File: config.mk
export PLATFORM = sky130hd
export DESIGN_NAME = strided_tensor_address_generator_top
export DESIGN_NICKNAME = d
export VERILOG_FILES = /design/src/sv/stag_pkg.sv /design/src/sv/stag_div.sv /design/src/sv/strided_tensor_address_generator_top.sv
export SDC_FILE = /design/constraint.sdc
export NUM_CORES = 2
export LEC_CHECK = 0
export BUFFER_PORTS_ARGS = -buffer_cell sky130_fd_sc_hd__clkbuf_2
export CORE_MARGIN = 5
export CORE_UTILIZATION = 38
export CTS_BUF_LIST = sky130_fd_sc_hd__clkbuf_4
export CTS_CLUSTER_SIZE = 24
export DETAILED_ROUTE_END_ITERATION = 8
export SETUP_SLACK_MARGIN = 0.2
export SLEW_MARGIN = 15
export SYNTH_ARGS = -nofsm -noshare
export SYNTH_HDL_FRONTEND = slang
export SYNTH_SLANG_ARGS = --single-unit
File: constraint.sdc
create_clock -name clk_i -period 28.7 [get_ports clk_i]
set_input_delay 4.305 -clock clk_i [delete_from_list [all_inputs] [get_ports clk_i]]
set_output_delay 4.305 -clock clk_i [all_outputs]
set_load 0.01 [all_outputs]
File: src/sv/stag_pkg.sv
`default_nettype none

package stag_pkg;

  // Default parameter values of the top level
  localparam int MAX_DIMS_DEF  = 4;
  localparam int SIZE_BITS_DEF = 16;
  localparam int ADDR_BITS_DEF = 40;

  // Fixed field widths
  localparam int COORD_BITS    = 16;
  localparam int LANE_BITS     = 16;
  localparam int IDX_BITS      = 32;
  localparam int STRIDE_BITS   = 32;
  localparam int BASE_BITS     = 40;
  localparam int EBYTES_BITS   = 4;
  localparam int DCOUNT_BITS   = 3;
  localparam int NUM_STRIDES   = 3;
  localparam int NUM_COORDS    = 4;

  // Configuration port
  localparam int CFG_IDX_BITS  = 3;
  localparam int CFG_DATA_BITS = 64;

  localparam logic [CFG_IDX_BITS-1:0] REG_BASE_ADDRESS  = 3'd0;
  localparam logic [CFG_IDX_BITS-1:0] REG_ELEMENT_BYTES = 3'd1;
  localparam logic [CFG_IDX_BITS-1:0] REG_DIM_COUNT     = 3'd2;
  localparam logic [CFG_IDX_BITS-1:0] REG_DIM_SIZES     = 3'd3;
  localparam logic [CFG_IDX_BITS-1:0] REG_STRIDE_DIM1   = 3'd4;
  localparam logic [CFG_IDX_BITS-1:0] REG_STRIDE_DIM2   = 3'd5;
  localparam logic [CFG_IDX_BITS-1:0] REG_STRIDE_DIM3   = 3'd6;

  // Operation codes carried in the input tuser
  localparam logic OP_SEEK    = 1'b0;
  localparam logic OP_ADVANCE = 1'b1;

  // Divider request and response
  typedef struct packed {
    logic                  start;
    logic [IDX_BITS-1:0]   dividend;
    logic [COORD_BITS-1:0] divisor;
  } div_req_t;

  typedef struct packed {
    logic                  done;
    logic [IDX_BITS-1:0]   quotient;
    logic [COORD_BITS-1:0] remainder;
  } div_rsp_t;

endpackage

`default_nettype wire

File: src/sv/stag_div.sv
`default_nettype none

// Radix-2 restoring divider: one quotient bit per cycle.
module stag_div (
  input  wire logic              clk_i,
  input  wire logic              rst_ni,
  input  wire stag_pkg::div_req_t req_i,
  output stag_pkg::div_rsp_t      rsp_o
);
  import stag_pkg::*;

  localparam int CNT_BITS = $clog2(IDX_BITS);

  logic                  busy_q;
  logic                  done_q;
  logic [CNT_BITS-1:0]   cnt_q;
  logic [IDX_BITS-1:0]   quo_q;
  logic [COORD_BITS-1:0] rem_q;
  logic [COORD_BITS-1:0] dvs_q;

  logic [COORD_BITS:0]   trial;
  logic [COORD_BITS:0]   diff;
  logic                  fits;

  assign trial = {rem_q, quo_q[IDX_BITS-1]};
  assign fits  = trial >= {1'b0, dvs_q};
  assign diff  = trial - {1'b0, dvs_q};

  always_ff @(posedge clk_i or negedge rst_ni) begin
    if (!rst_ni) begin
      busy_q <= 1'b0;
      done_q <= 1'b0;
      cnt_q  <= '0;
    end else begin
      done_q <= busy_q && (cnt_q == '0);
      if (req_i.start) begin
        busy_q <= 1'b1;
        cnt_q  <= CNT_BITS'(IDX_BITS - 1);
      end else if (busy_q) begin
        cnt_q <= cnt_q - 1'b1;
        if (cnt_q == '0) begin
          busy_q <= 1'b0;
        end
      end
    end
  end

  always_ff @(posedge clk_i) begin
    if (req_i.start) begin
      quo_q <= req_i.dividend;
      rem_q <= '0;
      dvs_q <= req_i.divisor;
    end else if (busy_q) begin
      // shift in the next dividend bit, subtract when it fits
      quo_q <= {quo_q[IDX_BITS-2:0], fits};
      rem_q <= fits ? diff[COORD_BITS-1:0] : trial[COORD_BITS-1:0];
    end
  end

  assign rsp_o.done      = done_q;
  assign rsp_o.quotient  = quo_q;
  assign rsp_o.remainder = rem_q;

endmodule

`default_nettype wire

File: src/sv/strided_tensor_address_generator_top.sv
// Strided tensor address generator for up to MAX_DIMS dimensions. An input
// transaction carries the operation in s_axis_tuser (0 seek, 1 advance) and
// the linear element index in s_axis_tdata; every input transaction yields
// exactly one output transaction holding the byte address, the four
// coordinates and the wrapped and index_error flags. One item is in work at a
// time and s_axis_tready is low while it runs; a finished result waits in the
// output register while the next item is taken. Address assembly runs on a
// shared 33x16 multiplier, one dimension at a time: an advance loads coord_0,
// adds one stride term per outer dimension, scales by the element size and
// adds the base. A seek first forms the size products and checks the index;
// a seek in range then divides one dimension at a time in the bit-serial
// divider, the outermost dimension taking what is left. While the output
// register holds a result that is not taken, a new result waits in the last
// step and the input stays stalled. Configuration registers are written
// through cfg_we_i; the user must write them only while the block is idle,
// which the block itself does not enforce.
`default_nettype none

module strided_tensor_address_generator_top #(
  parameter int MAX_DIMS  = stag_pkg::MAX_DIMS_DEF,
  parameter int SIZE_BITS = stag_pkg::SIZE_BITS_DEF,
  parameter int ADDR_BITS = stag_pkg::ADDR_BITS_DEF,
  localparam int OUT_RAW  = ADDR_BITS + stag_pkg::NUM_COORDS * stag_pkg::COORD_BITS + 2,
  localparam int OUT_W    = ((OUT_RAW + 7) / 8) * 8
) (
  input  wire logic                                 clk_i,
  input  wire logic                                 rst_ni,
  // configuration
  input  wire logic                                 cfg_we_i,
  input  wire logic [stag_pkg::CFG_IDX_BITS-1:0]    cfg_idx_i,
  input  wire logic [stag_pkg::CFG_DATA_BITS-1:0]   cfg_wdata_i,
  // input stream
  input  wire logic                                 s_axis_tvalid,
  output      logic                                 s_axis_tready,
  input  wire logic [stag_pkg::IDX_BITS-1:0]        s_axis_tdata,  // element_index
  input  wire logic                                 s_axis_tuser,  // operation
  // output stream
  output      logic                                 m_axis_tvalid,
  input  wire logic                                 m_axis_tready,
  // address, coord_0, coord_1, coord_2, coord_3, wrapped, index_error, zero pad
  output      logic [OUT_W-1:0]                     m_axis_tdata
);
  import stag_pkg::*;

  localparam int CNT_W = $clog2(MAX_DIMS + 1);
  localparam int DIM_W = (MAX_DIMS > 1) ? $clog2(MAX_DIMS) : 1;
  localparam logic [CNT_W-1:0] CNT_ONE = CNT_W'(1);
  localparam int MUL_A_W = IDX_BITS + 1;
  localparam int MUL_W   = MUL_A_W + COORD_BITS;
  localparam int SCL_W   = ADDR_BITS + EBYTES_BITS;
  localparam logic [MUL_A_W-1:0] PROD_SAT = {1'b1, {IDX_BITS{1'b0}}};

  localparam logic [3:0] ST_IDLE  = 4'd0;
  localparam logic [3:0] ST_PROD  = 4'd1;
  localparam logic [3:0] ST_CHECK = 4'd2;
  localparam logic [3:0] ST_SPLIT = 4'd3;
  localparam logic [3:0] ST_DIV   = 4'd4;
  localparam logic [3:0] ST_AINIT = 4'd5;
  localparam logic [3:0] ST_MAC   = 4'd6;
  localparam logic [3:0] ST_ACC   = 4'd7;
  localparam logic [3:0] ST_SCALE = 4'd8;
  localparam logic [3:0] ST_SUM   = 4'd9;
  localparam logic [3:0] ST_OUT   = 4'd10;

  // configuration registers
  logic [BASE_BITS-1:0]   base_q;
  logic [EBYTES_BITS-1:0] ebytes_q;
  logic [DCOUNT_BITS-1:0] dcount_q;
  logic [SIZE_BITS-1:0]   sizes_q  [MAX_DIMS];
  logic [STRIDE_BITS-1:0] stride_q [NUM_STRIDES];

  // control and state
  logic [3:0]             state_q, state_d;
  logic [CNT_W-1:0]       dim_q;
  logic [COORD_BITS-1:0]  coord_q  [MAX_DIMS];
  logic                   m_valid_q;

  // datapath
  logic [IDX_BITS-1:0]    idx_q;
  logic [IDX_BITS-1:0]    rest_q;
  logic [MUL_A_W-1:0]     prod_q;
  logic [MUL_W-1:0]       mul_q;
  logic [ADDR_BITS-1:0]   acc_q;
  logic                   wrap_q;
  logic                   err_q;
  logic [OUT_W-1:0]       out_data_q;

  logic                   s_fire;
  logic                   out_load;
  logic [CNT_W-1:0]       n_used;
  logic [DIM_W-1:0]       dim_idx;
  logic                   dim_last;
  logic [SIZE_BITS-1:0]   size_sel;
  logic [STRIDE_BITS-1:0] stride_sel;
  logic [MUL_A_W-1:0]     mul_a;
  logic [COORD_BITS-1:0]  mul_b;
  logic [MUL_W-1:0]       mul_res;
  logic [MUL_A_W-1:0]     prod_sat;
  logic [SCL_W-1:0]       scaled;
  logic [COORD_BITS-1:0]  adv_coord [MAX_DIMS];
  logic                   adv_wrap;
  logic [COORD_BITS-1:0]  coord_out [NUM_COORDS];
  div_req_t               div_req;
  div_rsp_t               div_rsp;

  assign s_axis_tready = (state_q == ST_IDLE);
  assign s_fire        = s_axis_tvalid && s_axis_tready;
  assign out_load      = (state_q == ST_OUT) && (!m_valid_q || m_axis_tready);
  assign m_axis_tvalid = m_valid_q;
  assign m_axis_tdata  = out_data_q;

  // dimensions in use: zero acts as one, clamp to MAX_DIMS
  always_comb begin
    if (dcount_q == '0) begin
      n_used = CNT_ONE;
    end else if (int'(dcount_q) > MAX_DIMS) begin
      n_used = CNT_W'(MAX_DIMS);
    end else begin
      n_used = CNT_W'(dcount_q);
    end
  end

  assign dim_idx  = dim_q[DIM_W-1:0];
  assign dim_last = (dim_q + CNT_ONE) == n_used;
  assign size_sel = sizes_q[dim_idx];

  always_comb begin
    case (dim_q)
      CNT_W'(1): stride_sel = stride_q[0];
      CNT_W'(2): stride_sel = stride_q[1];
      CNT_W'(3): stride_sel = stride_q[2];
      default:   stride_sel = STRIDE_BITS'(1);
    endcase
  end

  // shared multiplier: size products during a seek, stride terms otherwise
  always_comb begin
    if (state_q == ST_PROD) begin
      mul_a = prod_q;
      mul_b = COORD_BITS'(size_sel);
    end else begin
      mul_a = {1'b0, stride_sel};
      mul_b = coord_q[dim_idx];
    end
  end

  assign mul_res  = MUL_W'(mul_a) * MUL_W'(mul_b);
  // hold the element count saturated just above the index range
  assign prod_sat = (|mul_res[MUL_W-1:IDX_BITS]) ? PROD_SAT : mul_res[MUL_A_W-1:0];
  assign scaled   = SCL_W'(acc_q) * SCL_W'(ebytes_q);

  // odometer step, innermost dimension first
  always_comb begin
    logic                carry;
    logic [COORD_BITS:0] nxt;
    carry = 1'b1;
    nxt   = '0;
    for (int d = 0; d < MAX_DIMS; d++) begin
      adv_coord[d] = coord_q[d];
      if (carry && (CNT_W'(d) < n_used)) begin
        nxt = {1'b0, coord_q[d]} + 1'b1;
        if (nxt >= (COORD_BITS + 1)'(sizes_q[d])) begin
          adv_coord[d] = '0;
        end else begin
          adv_coord[d] = nxt[COORD_BITS-1:0];
          carry        = 1'b0;
        end
      end
    end
    adv_wrap = carry;
  end

  assign div_req.start    = (state_q == ST_SPLIT) && !dim_last && (size_sel != '0);
  assign div_req.dividend = rest_q;
  assign div_req.divisor  = COORD_BITS'(size_sel);

  stag_div u_div (
    .clk_i  (clk_i),
    .rst_ni (rst_ni),
    .req_i  (div_req),
    .rsp_o  (div_rsp)
  );

  always_comb begin
    state_d = state_q;
    unique case (state_q)
      ST_IDLE: begin
        if (s_fire) begin
          state_d = (s_axis_tuser == OP_ADVANCE) ? ST_AINIT : ST_PROD;
        end
      end
      ST_PROD:  if (dim_last) state_d = ST_CHECK;
      ST_CHECK: state_d = ({1'b0, idx_q} >= prod_q) ? ST_AINIT : ST_SPLIT;
      ST_SPLIT: state_d = (dim_last || size_sel == '0) ? ST_AINIT : ST_DIV;
      ST_DIV:   if (div_rsp.done) state_d = ST_SPLIT;
      ST_AINIT: state_d = ST_MAC;
      ST_MAC:   state_d = (dim_q < n_used) ? ST_ACC : ST_SCALE;
      ST_ACC:   state_d = ST_MAC;
      ST_SCALE: state_d = ST_SUM;
      ST_SUM:   state_d = ST_OUT;
      ST_OUT:   if (out_load) state_d = ST_IDLE;
      default:  state_d = ST_IDLE;
    endcase
  end

  always_ff @(posedge clk_i or negedge rst_ni) begin
    if (!rst_ni) begin
      state_q   <= ST_IDLE;
      dim_q     <= '0;
      m_valid_q <= 1'b0;
      base_q    <= '0;
      ebytes_q  <= EBYTES_BITS'(1);
      dcount_q  <= DCOUNT_BITS'(1);
      for (int d = 0; d < MAX_DIMS; d++) begin
        sizes_q[d] <= SIZE_BITS'(1);
        coord_q[d] <= '0;
      end
      for (int s = 0; s < NUM_STRIDES; s++) begin
        stride_q[s] <= '0;
      end
    end else begin
      state_q <= state_d;

      if (out_load) begin
        m_valid_q <= 1'b1;
      end else if (m_axis_tready) begin
        m_valid_q <= 1'b0;
      end

      unique case (state_q)
        ST_IDLE: begin
          dim_q <= '0;
          if (s_fire && s_axis_tuser == OP_ADVANCE) begin
            coord_q <= adv_coord;
          end
        end
        ST_PROD:  dim_q <= dim_q + CNT_ONE;
        ST_CHECK: begin
          dim_q <= '0;
          if ({1'b0, idx_q} < prod_q) begin
            for (int d = 0; d < MAX_DIMS; d++) begin
              coord_q[d] <= '0;
            end
          end
        end
        ST_SPLIT: begin
          // last dimension or a zero size takes what is left
          if (dim_last || size_sel == '0) begin
            coord_q[dim_idx] <= rest_q[COORD_BITS-1:0];
          end
        end
        ST_DIV: begin
          if (div_rsp.done) begin
            coord_q[dim_idx] <= div_rsp.remainder;
            dim_q            <= dim_q + CNT_ONE;
          end
        end
        ST_AINIT: dim_q <= CNT_ONE;
        ST_ACC:   dim_q <= dim_q + CNT_ONE;
        ST_MAC, ST_SCALE, ST_SUM, ST_OUT: begin
        end
        default: begin
        end
      endcase

      if (cfg_we_i) begin
        unique case (cfg_idx_i)
          REG_BASE_ADDRESS:  base_q   <= cfg_wdata_i[BASE_BITS-1:0];
          REG_ELEMENT_BYTES: ebytes_q <= cfg_wdata_i[EBYTES_BITS-1:0];
          REG_DIM_COUNT:     dcount_q <= cfg_wdata_i[DCOUNT_BITS-1:0];
          REG_DIM_SIZES: begin
            for (int d = 0; d < MAX_DIMS; d++) begin
              sizes_q[d] <= cfg_wdata_i[LANE_BITS*d +: SIZE_BITS];
            end
          end
          REG_STRIDE_DIM1:   stride_q[0] <= cfg_wdata_i[STRIDE_BITS-1:0];
          REG_STRIDE_DIM2:   stride_q[1] <= cfg_wdata_i[STRIDE_BITS-1:0];
          REG_STRIDE_DIM3:   stride_q[2] <= cfg_wdata_i[STRIDE_BITS-1:0];
          default: begin
          end
        endcase
      end
    end
  end

  always_ff @(posedge clk_i) begin
    unique case (state_q)
      ST_IDLE: begin
        if (s_fire) begin
          wrap_q <= (s_axis_tuser == OP_ADVANCE) ? adv_wrap : 1'b0;
          err_q  <= 1'b0;
          idx_q  <= s_axis_tdata;
          prod_q <= MUL_A_W'(1);
        end
      end
      ST_PROD: prod_q <= prod_sat;
      ST_CHECK: begin
        err_q  <= ({1'b0, idx_q} >= prod_q);
        rest_q <= idx_q;
      end
      ST_DIV: begin
        if (div_rsp.done) begin
          rest_q <= div_rsp.quotient;
        end
      end
      ST_AINIT: acc_q <= ADDR_BITS'(coord_q[0]);
      ST_MAC:   mul_q <= mul_res;
      ST_ACC:   acc_q <= acc_q + ADDR_BITS'(mul_q);
      ST_SCALE: acc_q <= scaled[ADDR_BITS-1:0];
      ST_SUM:   acc_q <= acc_q + ADDR_BITS'(base_q);
      ST_OUT: begin
        if (out_load) begin
          out_data_q <= OUT_W'({err_q, wrap_q, coord_out[3], coord_out[2],
                                coord_out[1], coord_out[0], acc_q});
        end
      end
      ST_SPLIT: begin
      end
      default: begin
      end
    endcase
  end

  // dimensions beyond MAX_DIMS report zero
  for (genvar k = 0; k < NUM_COORDS; k++) begin : g_coord_out
    if (k < MAX_DIMS) begin : g_used
      assign coord_out[k] = coord_q[k];
    end else begin : g_absent
      assign coord_out[k] = '0;
    end
  end

endmodule

`default_nettype wire

## Word level (Yosys, flattened, before mapping)

Cells that the tools add are included.

- Register bits: 635
- Input port bits: 105
- Output and inout port bits: 114

- Add/sub/neg operators: 9
- Multipliers: 2
- $lt $le $gt $ge: 15
- Equality and inequality tests: 31
- Mux-type cells: 65
- Bitwise gates (word level): 1
- Reductions and logical operators: 50

Operators by type and width:

| kind | count |
|---|---|
| $mux 64 | 4 |
| $pmux 64 s4 | 1 |
| $mux 16 | 15 |
| $pmux 40 s4 | 1 |
| $bwmux 64 | 2 |
| $mux 33 | 3 |
| $mux 32 | 3 |
| $pmux 32 s3 | 1 |
| $ge 17x16->1 | 5 |
| $add 40x40->40 | 2 |
| $add 16x1->17 const B | 4 |
| $pmux 33 s2 | 1 |
| $bmux 16 s2 | 2 |
| $pmux 32 s2 | 1 |
| $mul 33x16->49 | 1 |
| $mul 40x4->40 | 1 |
| $pmux 4 s10 | 1 |
| $ge 32x33->1 | 1 |
| $lt 32x33->1 | 1 |
| $demux 16 s2 | 1 |
| $reduce_and 2->1 | 13 |
| $reduce_and 6->1 | 4 |
| $mux 4 | 5 |
| $reduce_or 17->1 | 1 |
| other kinds (37) | 99 |

## Longest topological paths before layout

- Word-level depth: 13
- Depth in mapped cells: 39
- Depth with buffers taken out: 30

## Hierarchy

A second synthesis with hierarchy kept.

- Cell total of the unflattened synthesis: 5413
- Area, all modules: 54746.3 sq um

Modules (own cells, without submodules):

| module | times used | cells an instance | area each (sq um) | seq. area each (sq um) |
|---|---|---|---|---|
| strided_tensor_address_generator_top | 1 | 5056 | 50837.5 | 15547.4 |
| stag_div | 1 | 357 | 3908.7 | 1936.9 |

## Least setup slack after synthesis

No wires, ideal clock.

- Path kind: input port to flip-flop
- Start point: input m_axis_tready
- End point: register out_data_q[0] (netlist: m_axis_tdata[0]), enable pin
- Setup time: 722 ps
- Arrival time: 12134 ps
- Data required time: 27978 ps
- Path slack: 15844 ps
- Stages on the path: 2
- Buffers on the path: 0
- Cells stage by stage: nand2b_1 nor3b_1

- Word-level cells in the longest chain between the ends: 3

RTL lines:

| element | RTL line | RTL |
|---|---|---|
| from (decl) | strided_tensor_address_generator_top.sv:39 | `input wire logic m_axis_tready,` |
| $logic_or 1x1->1 | strided_tensor_address_generator_top.sv:108 | `assign out_load = (state_q == ST_OUT) && (!m_valid_q \|\| m_axis_tready);` |
| $logic_and 1x1->1 | strided_tensor_address_generator_top.sv:108 |  |
| named net out_load | strided_tensor_address_generator_top.sv:89 | `logic out_load;` |
| $reduce_and 2->1 (no source line) | -- |  |
| to (signal assigned) | strided_tensor_address_generator_top.sv:313 | `out_data_q <= OUT_W'({err_q, wrap_q, coord_out[3], coord_out[2],` |
| to (decl) | strided_tensor_address_generator_top.sv:86 | `logic [OUT_W-1:0] out_data_q;` |

The timed path passes the listed nets, and every way through them passes these cells.
A chain may end at the register's enable or synchronous reset.

## Worst setup path after layout

- Start point: register dim_q[0]
- End point: register prod_q[13], data pin

- Word-level cells in the longest chain between the ends: 9

RTL lines:

| element | RTL line | RTL |
|---|---|---|
| from (decl) | strided_tensor_address_generator_top.sv:74 | `logic [CNT_W-1:0] dim_q;` |
| from (signal assigned) | strided_tensor_address_generator_top.sv:237 | `ST_PROD: dim_q <= dim_q + CNT_ONE;` |
| from (signal assigned) | strided_tensor_address_generator_top.sv:255 | `dim_q <= dim_q + CNT_ONE;` |
| from (signal assigned) | strided_tensor_address_generator_top.sv:259 | `ST_ACC: dim_q <= dim_q + CNT_ONE;` |
| $not 2->3 (implied by the code) | strided_tensor_address_generator_top.sv:125, strided_tensor_address_generator_top.sv:143 |  |
| $bmux 16 s2 (on tied branches) | strided_tensor_address_generator_top.sv:143, strided_tensor_address_generator_top.sv:125 |  |
| $mux 16 (on tied branches) (2 in a row) | strided_tensor_address_generator_top.sv:143, strided_tensor_address_generator_top.sv:125 |  |
| $mux 16 | strided_tensor_address_generator_top.sv:138 | `if (state_q == ST_PROD) begin` |
| $mul 33x16->49 * | strided_tensor_address_generator_top.sv:147 | `assign mul_res = MUL_W'(mul_a) * MUL_W'(mul_b);` |
| $reduce_or 17->1 | strided_tensor_address_generator_top.sv:149 | `assign prod_sat = (\|mul_res[MUL_W-1:IDX_BITS]) ? PROD_SAT : mul_res[MUL_A_W-1:0];` |
| $mux 33 * | strided_tensor_address_generator_top.sv:149 |  |
| $pmux 33 s2 * | strided_tensor_address_generator_top.sv:287 | `unique case (state_q)` |
| to (signal assigned) | strided_tensor_address_generator_top.sv:296 | `ST_PROD: prod_q <= prod_sat;` |
| to (decl) | strided_tensor_address_generator_top.sv:81 | `logic [MUL_A_W-1:0] prod_q;` |

Mark *: on every way between the ends. The rest lies on a longest branch, timed or not. The select of a mux whose other input is x is not followed.

==> results.json <==
{
  "layout-drive-gt1-share_pct": 15.8,
  "die_x_um": 388,
  "root_buffer": "clkbuf_4",
  "r2r-end": "prod_q[13]",
  "rsz0062_at_grt": "no",
  "viasPerCell": 5.56,
  "hold_path.class": "register to register",
  "cp_num_buf_inv": 5,
  "cp-start-kind": "register",
  "clockBufferDepth": 3,
  "yosys.area_share.xor_xnor_pct": 2.56,
  "core_um2": 142000,
  "wl_per_cell_um": 24.7,
  "synth_seq_cells": 635,
  "grt_max_degree": 91,
  "drtPass1Iterations": 8,
  "dieHeight_um": 388,
  "path_class": "register to register",
  "ctsHoldBuffers": 0,
  "cp_num_cells": 27,
  "cpPeakStageDelay_ns": 0.92,
  "slew_headroom_pct": 15.2,
  "grt_pass1_wl_um": 283000,
  "drtIter0Drc": 4399,
  "yosys-top-cells-area": "fa_1, edfxtp_1, dfrtp_1",
  "final_common_cell": "nand2_1",
  "reg2reg_from": "dim_q[0]",
  "antenna_found_initial": 18,
  "avgSynthCellArea_um2": 9.92,
  "crit_top_cell": "fa_1",
  "slowest_stage": "a21boi_1",
  "critPathLaunch": "dim_q[0]",
  "yosys_warnings": 0,
  "design_area_um2": 59900,
  "cts_buffers": 164,
  "grt_usage_pct": 25.0,
  "synth_edf_count": 333,
  "drv_cap": 0,
  "postRouteAntennaNets": 0,
  "num_rows": 138,
  "synthFlopType": "edfxtp_1",
  "cts_tree": "built",
  "synth_area_leader_cell": "fa_1",
  "end_kind": "register",
  "area_growth_pct": 10.2,
  "cts_max_level": 4,
  "grt_pass1_vias": 43126,
  "drc_errors": 0,
  "clock_latency_ns": 1.14,
  "synthAdderAreaFrac_pct": 26.2,
  "muxShareOfSynthArea_pct": 7.06,
  "synth-simple-area-share_pct": 13.4,
  "final_cell_mix": "nand2_1, inv_1, fa_1, nor2_1, edfxtp_1",
  "slew_violations": 0,
  "synth_top_family_by_area": "adder cells",
  "clock_skew_ns": 0.0891,
  "hold_violations": 0,
  "netlist_area_um2": 54400,
  "path_max_fanout": 33,
  "worst_slew_pin_slew_ns": 1.26,
  "place_area_um2": 57600,
  "yosys.area.top_type_share_pct": 18.7,
  "async_flop_share_pct": 45.0,
  "finalSetupTns_ns": 0,
  "ios": 219,
  "cp.arrival_ns": 12.15,
  "cts_num_sinks": 635,
  "seq_area_frac_synth_pct": 32.2,
  "ff2ff_setup_slack_ns": 17.45,
  "gp_congestion": 0.962,
  "hpwl_um": 149000,
  "nets": 6628,
  "fin_crit_ns": 11.25,
  "vias": 43002,
  "setup_violations": 0,
  "post_cts_buffers": 0,
  "synth-compound-area-share_pct": 11.6,
  "status": "completed",
  "ctsResizeCount": 0,
  "path_clk_slew_ns": 0.08,
  "place.port_buffers": 212,
  "initial_utilization_pct": 38.3,
  "cp_data_required_time_ns": 29.60,
  "reg2regPathDepth": 27,
  "grt_overflow": 0,
  "synth_cell_types": 85,
  "crit_end": "prod_q[13]",
  "die_area_um2": 151000,
  "finalCritPeriodShare_pct": 39.2,
  "routed_wl_um": 191000,
  "cp_top_family": "adder cells",
  "synth_cells": 5479,
  "max_freq_ghz": 0.0889
}
[kinds of logic after synthesis]
logic type,count (synthesis)
AND/OR/NAND/NOR,1620
buffers and inverters,992
AO/OA/AOI/OAI,928
adder cells (fa/ha/maj),833
flip-flops,635
multiplexers,311
XOR/XNOR,159
other,1
[stage by stage]
step                instances  hold WS, ns  utilization (%)  worst slack, ns
floorplan                5484        0.400                -            15.84
global placement         7414        0.406             40.6            17.89
detailed placement       7414        0.420             40.6            17.65
CTS                      7720        0.453             42.2            17.63
global route             7729        0.432             42.2            16.92
finish                   7734        0.422             42.2            17.45
[layout make-up]
| cell class | count | area [µm²] |
|---|---|---|
| clock buffers | 224 | 1680 |
| well taps | 1890 | 2360 |
| diodes | 14 | 35.0 |
| flip-flops and latches | 635 | 17500 |
| clock inverters | 82 | 622 |
| fillers | 13934 | 82000 |
| inverters | 737 | 2770 |
| multi-input cells | 3857 | 33300 |
| repair buffers | 295 | 1690 |
[synth_stat cells, types with 15 or more instances]
| library cell | instances |
|---|---|
| a22oi_1 | 35 |
| a21o_1 | 105 |
| o21ai_0 | 188 |
| or2_2 | 16 |
| xnor2_1 | 104 |
| o21a_1 | 38 |
| a21boi_1 | 23 |
| o21ai_1 | 17 |
| o21bai_1 | 17 |
| ha_1 | 326 |
| nor2b_1 | 39 |
| a221o_1 | 15 |
| a21oi_1 | 166 |
| inv_1 | 735 |
| mux2_2 | 262 |
| dfxtp_1 | 16 |
| nor3_1 | 56 |
| edfxtp_1 | 333 |
| xor2_1 | 55 |
| and3_1 | 40 |
| buf_1 | 19 |
| a22o_1 | 33 |
| nand3_1 | 70 |
| nor2_1 | 340 |
| o211ai_1 | 31 |
| a211oi_1 | 38 |
| o22ai_1 | 16 |
| fa_1 | 507 |
| clkbuf_1 | 216 |
| nand2_1 | 759 |
| dfrtp_1 | 280 |
| and2_1 | 84 |
| o31ai_1 | 25 |
| nor4_1 | 35 |
| a222oi_1 | 32 |
| mux4_2 | 32 |
| mux2i_1 | 17 |
| nand4_1 | 60 |
| nand2b_1 | 71 |
| a31oi_1 | 31 |
[state kept, by name (all words and copies together) (netlist names)]
| register | count |
|---|---|
| m_axis_tdata | 106 |
| stride_q | 96 |
| coord_out | 64 |
| sizes_q | 64 |
| acc_q | 40 |
| base_q | 40 |
| mul_q | 40 |
| prod_q | 33 |
| idx_q | 32 |
| rest_q | 32 |
| u_div.quo_q | 32 |
| u_div.dvs_q | 16 |
| u_div.rem_q | 16 |
| u_div.cnt_q | 5 |
| ebytes_q | 4 |
| state_q | 4 |
| dcount_q | 3 |
| dim_q | 3 |
| err_q | 1 |
| m_axis_tvalid | 1 |
| u_div.busy_q | 1 |
| u_div.done_q | 1 |
| wrap_q | 1 |
[routing by layer]
layer | share of wire [%] | global-route usage [%] | routed length [µm] | vias up
li1 | - | - | - | 19094
met5 | 0.018 | 0 | 35 | -
met3 | 8.2 | 5.15 | 15700 | 459
met2 | 45 | 39.0 | 86500 | 1970
met4 | 6.1 | 13.3 | 11800 | 6
met1 | 40 | 32.8 | 77400 | 21473
[worst min-delay path by stage]
stage / from / endpoint / slack (ns) / cells after the start
5_1_grt: err_q / m_axis_tdata[105] / 0.43 / 0
6_report: err_q / m_axis_tdata[105] / 0.42 / 0
3_3_place_gp: err_q / m_axis_tdata[105] / 0.41 / 0
3_5_place_dp: err_q / m_axis_tdata[105] / 0.42 / 0
2_1_floorplan: wrap_q / m_axis_tdata[104] / 0.40 / 0
4_1_cts: err_q / m_axis_tdata[105] / 0.45 / 0
Power is not shown: default switching activity piles up to over one toggle a cycle in this logic, so the estimate is an artifact.
